--- src/hw/rtl/his_pkg.sv ---
package his_pkg;

	localparam int VALUE_WIDTH    = 32;
	localparam int MAX_BREAKS_DEF = 64;
	localparam int COUNT_W        = 7;
	localparam int INDEX_W        = 6;
	localparam logic [COUNT_W-1:0] COUNT_RESET = 7'd64;

	typedef enum logic [0:0] {
		REQ_LOAD   = 1'b0,
		REQ_SEARCH = 1'b1
	} req_type_t;

	typedef struct packed {
		logic                          req_type;
		logic [INDEX_W-1:0]            entry_index;
		logic signed [VALUE_WIDTH-1:0] entry_value;
		logic signed [VALUE_WIDTH-1:0] search_key;
		logic [INDEX_W-1:0]            start_hint;
	} in_word_t;

	typedef struct packed {
		logic [INDEX_W-1:0] bin_index;
		logic               below_range;
	} out_word_t;

	typedef enum logic [3:0] {
		ST_IDLE,
		ST_HI_RD,
		ST_HI_CMP,
		ST_LO_RD,
		ST_LO_CMP,
		ST_DN_RD,
		ST_DN_CMP,
		ST_UP_RD,
		ST_UP_CMP,
		ST_BIS_RD,
		ST_BIS_CMP,
		ST_FIN
	} state_t;

	typedef enum logic [1:0] {
		RD_LO,
		RD_HI,
		RD_MID
	} rd_sel_t;

	typedef struct packed {
		logic    load_entry;
		logic    load_search;
		rd_sel_t rd_sel;
		logic    up_adv;
		logic    dn_adv;
		logic    bis_upd;
		logic    set_below;
		logic    load_out;
	} cmd_t;

	typedef struct packed {
		logic ge;
		logic up_end;
		logic lo_zero;
		logic span_gt1;
	} stat_t;

endpackage

--- src/hw/rtl/hinted_interval_search.sv ---
// Interval search over an ascending table of signed break values. A load word
// writes one table entry and is taken with no result. A search word is taken,
// then the block stalls its input until the result is placed in the output
// register. After taking the word it probes the table, each probe a read on
// the single registered read port of the table memory and then a compare:
// one or two probes for the hint interval, up to log2(count) for the gallop
// and up to log2(count) for the bisection. Before each bisection probe it
// checks whether the bracket is down to a single interval; a key below the
// first entry skips that check. It then hands the result over. A waiting
// result does not block the next word; only a second result finished while
// the first is still stalled waits.
module hinted_interval_search import his_pkg::*; #(
	parameter int MAX_BREAKS = MAX_BREAKS_DEF
) (
	input  logic               clk,
	input  logic               arst_n,
	input  logic               in_valid,
	output logic               in_stall,
	input  in_word_t           in_word,
	output logic               out_valid,
	input  logic               out_stall,
	output out_word_t          out_word,
	input  logic               cfg_valid,
	output logic               cfg_ready,
	input  logic [COUNT_W-1:0] cfg_word
);

	cmd_t  cmd;
	stat_t stat;

	assign cfg_ready = 1'b1;

	his_ctrl u_ctrl (
		.clk         (clk),
		.arst_n      (arst_n),
		.in_valid    (in_valid),
		.in_req_type (in_word.req_type),
		.out_stall   (out_stall),
		.stat        (stat),
		.in_stall    (in_stall),
		.out_valid   (out_valid),
		.cmd         (cmd)
	);

	his_dp #(
		.MAX_BREAKS (MAX_BREAKS)
	) u_dp (
		.clk      (clk),
		.arst_n   (arst_n),
		.in_word  (in_word),
		.cfg_we   (cfg_valid && cfg_ready),
		.cfg_word (cfg_word),
		.cmd      (cmd),
		.stat     (stat),
		.out_word (out_word)
	);

endmodule

--- src/hw/rtl/his_dp.sv ---
module his_dp import his_pkg::*; #(
	parameter int MAX_BREAKS = MAX_BREAKS_DEF
) (
	input  logic               clk,
	input  logic               arst_n,
	input  in_word_t           in_word,
	input  logic               cfg_we,
	input  logic [COUNT_W-1:0] cfg_word,
	input  cmd_t               cmd,
	output stat_t              stat,
	output out_word_t          out_word
);

	localparam int AW = $clog2(MAX_BREAKS);
	localparam int IW = $clog2(MAX_BREAKS + 1);
	localparam int SW = IW + 1;
	localparam int CW = (IW > COUNT_W) ? IW + 1 : COUNT_W + 1;
	localparam int EW = IW + INDEX_W;

	logic [VALUE_WIDTH-1:0] mem [MAX_BREAKS];
	logic [VALUE_WIDTH-1:0] rd_q;
	logic [VALUE_WIDTH-1:0] key_q;
	logic [COUNT_W-1:0]     count_q;
	logic [IW-1:0]          lo_q, hi_q, n_q;
	logic [SW-1:0]          step_q;
	logic                   below_q;
	out_word_t              out_q;

	logic [CW-1:0] cnt_ext, hint_ext;
	logic [IW-1:0] n_new, nm2, lo_new, mid;
	logic [SW-1:0] up_sum, dn_diff, mid_sum;
	logic          up_end, dn_end;
	logic [EW-1:0] widx_ext, lo_ext;
	logic          widx_ok;
	logic [IW-1:0] raddr_full;
	logic [AW-1:0] raddr, waddr;

	always_ff @(posedge clk or negedge arst_n) begin
		if (!arst_n) begin
			count_q <= COUNT_RESET;
		end else if (cfg_we) begin
			count_q <= cfg_word;
		end
	end

	always_comb begin
		cnt_ext  = CW'(count_q);
		hint_ext = CW'(in_word.start_hint);
		if (cnt_ext < CW'(2)) begin
			n_new = IW'(2);
		end else if (cnt_ext > CW'(MAX_BREAKS)) begin
			n_new = IW'(MAX_BREAKS);
		end else begin
			n_new = cnt_ext[IW-1:0];
		end
		nm2 = n_new - IW'(2);
		if (hint_ext > CW'(nm2)) begin
			lo_new = nm2;
		end else begin
			lo_new = hint_ext[IW-1:0];
		end
	end

	assign up_sum  = SW'(hi_q) + step_q;
	assign up_end  = up_sum >= SW'(n_q);
	assign dn_diff = SW'(lo_q) - step_q;
	assign dn_end  = SW'(lo_q) <= step_q;
	assign mid_sum = SW'(lo_q) + SW'(hi_q);
	assign mid     = mid_sum[SW-1:1];

	assign stat.ge       = $signed(key_q) >= $signed(rd_q);
	assign stat.up_end   = up_end;
	assign stat.lo_zero  = lo_q == '0;
	assign stat.span_gt1 = SW'(hi_q) > (SW'(lo_q) + SW'(1));

	always_comb begin
		unique case (cmd.rd_sel)
			RD_LO:   raddr_full = lo_q;
			RD_HI:   raddr_full = hi_q;
			default: raddr_full = mid;
		endcase
	end
	assign raddr = raddr_full[AW-1:0];

	assign widx_ext = EW'(in_word.entry_index);
	assign widx_ok  = widx_ext < EW'(MAX_BREAKS);
	assign waddr    = widx_ext[AW-1:0];

	always_ff @(posedge clk) begin
		if (cmd.load_entry && widx_ok) begin
			mem[waddr] <= in_word.entry_value;
		end
		rd_q <= mem[raddr];
	end

	always_ff @(posedge clk) begin
		priority if (cmd.load_search) begin
			key_q  <= in_word.search_key;
			n_q    <= n_new;
			lo_q   <= lo_new;
			hi_q   <= lo_new + IW'(1);
			step_q <= SW'(1);
		end else if (cmd.up_adv) begin
			lo_q   <= hi_q;
			hi_q   <= up_end ? n_q : up_sum[IW-1:0];
			step_q <= step_q << 1;
		end else if (cmd.dn_adv) begin
			hi_q   <= lo_q;
			lo_q   <= dn_end ? '0 : dn_diff[IW-1:0];
			step_q <= step_q << 1;
		end else if (cmd.bis_upd) begin
			if (stat.ge) begin
				lo_q <= mid;
			end else begin
				hi_q <= mid;
			end
		end
	end

	always_ff @(posedge clk) begin
		if (cmd.load_search) begin
			below_q <= 1'b0;
		end else if (cmd.set_below) begin
			below_q <= 1'b1;
		end
	end

	assign lo_ext = EW'(lo_q);

	always_ff @(posedge clk) begin
		if (cmd.load_out) begin
			out_q.bin_index   <= lo_ext[INDEX_W-1:0];
			out_q.below_range <= below_q;
		end
	end

	assign out_word = out_q;

endmodule

--- src/hw/rtl/his_ctrl.sv ---
module his_ctrl import his_pkg::*; (
	input  logic  clk,
	input  logic  arst_n,
	input  logic  in_valid,
	input  logic  in_req_type,
	input  logic  out_stall,
	input  stat_t stat,
	output logic  in_stall,
	output logic  out_valid,
	output cmd_t  cmd
);

	state_t state_q, state_d;
	logic   out_full_q;
	logic   accept, can_out;

	assign accept  = in_valid && (state_q == ST_IDLE);
	assign can_out = !out_full_q || !out_stall;

	always_ff @(posedge clk or negedge arst_n) begin
		if (!arst_n) begin
			state_q    <= ST_IDLE;
			out_full_q <= 1'b0;
		end else begin
			state_q <= state_d;
			if (cmd.load_out) begin
				out_full_q <= 1'b1;
			end else if (!out_stall) begin
				out_full_q <= 1'b0;
			end
		end
	end

	always_comb begin
		state_d = state_q;
		unique case (state_q)
			ST_IDLE: begin
				if (accept && (in_req_type == REQ_SEARCH)) state_d = ST_HI_RD;
			end
			ST_HI_RD:  state_d = ST_HI_CMP;
			ST_HI_CMP: begin
				if (stat.ge) state_d = stat.up_end ? ST_BIS_RD : ST_UP_RD;
				else state_d = ST_LO_RD;
			end
			ST_LO_RD:  state_d = ST_LO_CMP;
			ST_LO_CMP: state_d = stat.ge ? ST_BIS_RD : ST_DN_RD;
			ST_DN_RD:  state_d = ST_DN_CMP;
			ST_DN_CMP: begin
				priority if (stat.ge) state_d = ST_BIS_RD;
				else if (stat.lo_zero) state_d = ST_FIN;
				else state_d = ST_DN_RD;
			end
			ST_UP_RD:  state_d = ST_UP_CMP;
			ST_UP_CMP: begin
				if (stat.ge) state_d = stat.up_end ? ST_BIS_RD : ST_UP_RD;
				else state_d = ST_BIS_RD;
			end
			ST_BIS_RD:  state_d = stat.span_gt1 ? ST_BIS_CMP : ST_FIN;
			ST_BIS_CMP: state_d = ST_BIS_RD;
			ST_FIN: begin
				if (can_out) state_d = ST_IDLE;
			end
			default: state_d = ST_IDLE;
		endcase
	end

	always_comb begin
		cmd = '0;
		cmd.rd_sel = RD_HI;
		unique case (state_q)
			ST_IDLE: begin
				cmd.load_entry  = accept && (in_req_type == REQ_LOAD);
				cmd.load_search = accept && (in_req_type == REQ_SEARCH);
			end
			ST_HI_RD: cmd.rd_sel = RD_HI;
			ST_HI_CMP: cmd.up_adv = stat.ge;
			ST_LO_RD: cmd.rd_sel = RD_LO;
			ST_LO_CMP: cmd.dn_adv = !stat.ge;
			ST_DN_RD: cmd.rd_sel = RD_LO;
			ST_DN_CMP: begin
				cmd.set_below = !stat.ge && stat.lo_zero;
				cmd.dn_adv    = !stat.ge && !stat.lo_zero;
			end
			ST_UP_RD: cmd.rd_sel = RD_HI;
			ST_UP_CMP: cmd.up_adv = stat.ge;
			ST_BIS_RD: cmd.rd_sel = RD_MID;
			ST_BIS_CMP: cmd.bis_upd = 1'b1;
			ST_FIN: cmd.load_out = can_out;
			default: ;
		endcase
	end

	assign in_stall  = state_q != ST_IDLE;
	assign out_valid = out_full_q;

endmodule

--- config.mk ---
export PLATFORM = sky130hd
export DESIGN_NAME = hinted_interval_search
export DESIGN_NICKNAME = d
export VERILOG_FILES = /design/src/hw/rtl/his_pkg.sv /design/src/hw/rtl/hinted_interval_search.sv /design/src/hw/rtl/his_dp.sv /design/src/hw/rtl/his_ctrl.sv
export SDC_FILE = /design/constraint.sdc
export NUM_CORES = 2
export LEC_CHECK = 0
export BUFFER_PORTS_ARGS = -buffer_cell sky130_fd_sc_hd__buf_2
export CORE_AREA = 5 5 470 472
export DETAILED_ROUTE_END_ITERATION = 8
export DIE_AREA = 0 0 475 477
export PLACE_DENSITY = 0.61
export SETUP_SLACK_MARGIN = 0.4
export SLEW_MARGIN = 5
export SYNTH_ARGS = -nofsm -noshare
export SYNTH_HDL_FRONTEND = slang
export SYNTH_SLANG_ARGS = --single-unit
--- constraint.sdc ---
create_clock -name clk -period 9.6 [get_ports clk]
set_input_delay 0.96 -clock clk [delete_from_list [all_inputs] [get_ports clk]]
set_output_delay 0.96 -clock clk [all_outputs]
set_load 0.005 [all_outputs]
==> reports/qor.json <==
{
  "max_freq_mhz": 154.4,
  "avgViaCountPerCell": 5.956,
  "outcome": "complete, no violations",
  "drt_pass1_iterations": 6,
  "cts_hold_buffers": 1,
  "vias": 57620,
  "drt_wl_total_um": 282900,
  "core_area_mm2": 0.2161,
  "fp-row-count": 171,
  "portBuffers": 97,
  "worst_path_most_repeated_cell": "sky130_fd_sc_hd__buf_4",
  "place_congestion": 0.8630,
  "cts.repair_timing.setup_buffer_count": 0,
  "die_w_um": 475,
  "timing.hold.worst.class": "in2reg",
  "first_global_vias": 54700,
  "total_leakage_power_nw": 33.40,
  "fin_worst_skew_ns": 0.05496,
  "largest_fanout_of_any_net_on_the_critical_path": 52,
  "dieArea_mm2": 0.2266,
  "floorplan.io_pins": 99,
  "netlist_instances": 6562,
  "dpl.hpwl_um": 154300,
  "cts-htree-levels": 4,
  "chipHeight_um": 477,
  "timing.final.max_slew_violations": 0,
  "postSynthRegisterBits": 2161,
  "utilization_pct": 45.72,
  "yosysSeqAreaShare_pct": 73.28,
  "timing.max_cap.violations": 0,
  "synth_edf_count": 2108,
  "global_route.overflow_total": 0,
  "power_density_mw_per_mm2": 363.0,
  "antenna_found_initial": 34,
  "drtIter0Drc": 8685,
  "synth.net_count": 6730,
  "initial_cell_density_of_the_core_pct": 40.68,
  "grt_resource_usage_total_pct": 24.27,
  "slowest_delay_ns": 1.11,
  "layout-drive-gt1-share_pct": 10.22,
  "cell_area_after_technology_mapping_mm2": 0.08792,
  "first_pass_grt_wire_length_um": 399600,
  "design.final.nets": 6801,
  "worst-path-buf-inv": 4,
  "grt_setup_unrepaired": "no",
  "area_growth_syn_to_layout_pct": 12.38,
  "ir_drop_v": 0.0003915,
  "postRouteAntennaNets": 0,
  "cts.repair.resized": 0,
  "critical-path-slowest-cell": "sky130_fd_sc_hd__o21ai_0",
  "max_slew_margin_pct": 5.034,
  "transition_time_of_the_tightest_slew_check_pin_ns": 1.410,
  "grt_max_degree": 162,
  "cts_tree": "done",
  "layout_commonest_cell": "sky130_fd_sc_hd__edfxtp_1",
  "mostFrequentLayoutCells": "sky130_fd_sc_hd__edfxtp_1, sky130_fd_sc_hd__nand2_1, sky130_fd_sc_hd__nand3_1",
  "timing.critical_path.to_type": "flop",
  "yosys_warnings": 0,
  "drc_errors": 0,
  "synth.avg_cell_area_um2": 13.40,
  "postSynth.topFlopCell": "sky130_fd_sc_hd__edfxtp_1",
  "tritoncts_num_sinks": 2161,
  "critical-path-top-delay-family": "compound AO/OA/AOI/OAI gates",
  "synth_async_sr_flop_share_pct": 0.5553,
  "drt-wirelength-per-cell_um": 29.24,
  "timing.critical_path.required_ns": 10.37,
  "worstPathCellList": "ha_1 -> fa_1 -> xor2_1 -> o32a_2 -> buf_4 -> and2_4 -> buf_4 -> o21ai_4 -> buf_4 -> buf_4 -> o221ai_1 -> a31oi_1 -> o21ai_0 -> nand2_1 -> a31oi_1",
  "ctsRootBufferMaster": "sky130_fd_sc_hd__clkbuf_16",
  "clk_transition_reported_paths_ns": 0.06,
  "fin_setup_tns_ns": 0,
  "worst_skew_pair.late_latency_ns": 0.89,
  "crit_arrival_ns": 7.24,
  "finalHoldViolCount": 0,
  "clock_tree.buffer_depth": 3,
  "setup.worst_path.class": "reg2reg",
  "cts_inserted_buffers": 208,
  "layout_min_cycle_time_ns": 6.479,
  "worstSetupStartpointType": "flop",
  "timing.final.setup_violations": 0,
  "fin_crit_share_pct": 67.49,
  "post_synth_num_cell_types": 88
}
## flip-flops by register name (all words and copies together), names as in the netlist, 8 cells and up
signal / flops
u_dp.mem: 2048
u_dp.key_q: 32
u_dp.rd_q: 32
u_dp.step_q: 8
## final timing paths
| check | startpoint | to | slack [ns] | cells after the start |
|---|---|---|---|---|
| min in group asynchronous | arst_n | u_dp.count_q[5]$_DFFE_PN0P_ | 0.51 | 2 |
| setup / recovery | u_dp.lo_q[0]$_DFFE_PP_ | u_dp.rd_q[4]$_DFF_P_ | 3.12 | 15 |
| hold reg to reg | u_dp.below_q$_SDFFE_PP0P_ | u_dp.out_word[0]$_DFFE_PP_ | 0.48 | 0 |
| setup reg to reg | u_dp.lo_q[0]$_DFFE_PP_ | u_dp.rd_q[4]$_DFF_P_ | 3.12 | 15 |
| max in group asynchronous | arst_n | u_dp.count_q[6]$_DFFE_PN1P_ | 8.81 | 2 |
| hold / removal | in_word[27] | u_dp.key_q[21]$_DFFE_PP_ | 0.25 | 1 |
## cell type report
cell class,count,area (um^2)
Multi-Input combinational cell,3905,21740
Clock buffer,259,5436
Clock inverter,129,1265
Fill cell,18980,117300
Timing Repair Buffer,284,2064
Antenna cell,10,25.02
Inverter,73,274.0
Tap cell,2854,3571
Sequential cell,2161,64420
## power breakdown
part / switching [mW] / total, mW / internal (mW)
clock network: 3.67 / 8.10 / 4.43
registers: 0.300 / 10.9 / 10.6
logic: 12.3 / 16.8 / 4.57
## cells by family (layout without fill, tap and decap cells)
group	Yosys count	count (layout)	share of synthesized area, %
buffers and inverters	496	745	2.715
muxes	213	213	2.444
adders and majority gates	79	79	1.150
other	1	11	0.004265
and+or+nand+nor	2635	2635	12.82
xor gates and xnor gates	23	23	0.2291
AOI/OAI and AO/OA	954	954	7.355
DFF	2161	2161	73.28
## cells in the mapped netlist (all sizes together) (38+ instances only)
cell type / n / area [um^2]
ha: 76 / 950.9
o22ai: 38 / 237.7
nor2: 123 / 461.7
nand3: 492 / 2462
mux2i: 200 / 2002
and3: 99 / 619.3
edfxtp: 2108 / 63300
nor3: 135 / 680.7
clkbuf: 113 / 424.2
a31oi: 113 / 706.9
dfxtp: 41 / 820.8
a211oi: 47 / 352.8
buf: 310 / 1689
nand4: 40 / 256.5
a311oi: 139 / 1217
a21oi: 294 / 1475
o221ai: 60 / 525.5
o21ai: 101 / 524.3
nand2: 1672 / 6279
inv: 72 / 270.3
## metal layers
layer | share of wire (%) | global-route usage [%] | up-vias
li1 | - | - | 24680
met5 | 0.048 | 0 | -
met4 | 4.7 | 10.36 | 22
met3 | 11 | 5.601 | 521
met2 | 45 | 36.86 | 3334
met1 | 39 | 33.61 | 29070
## through the flow
step                setup slack, ns  hold WS [ns]  power (mW)  instance area, um^2  instances
floorplan                     5.800        0.4090       21.07                87920       6562
global placement              3.432        0.4645       27.44                92010       9273
detailed placement            3.368        0.4669       27.61                92060       9276
CTS                           3.309        0.2060       35.64                98770       9665
global route                  3.057        0.2140       37.26                98780       9666
finish                        3.121        0.2453       35.86                98800       9675
No activity file was read; power rests on OpenSTA's default activity.
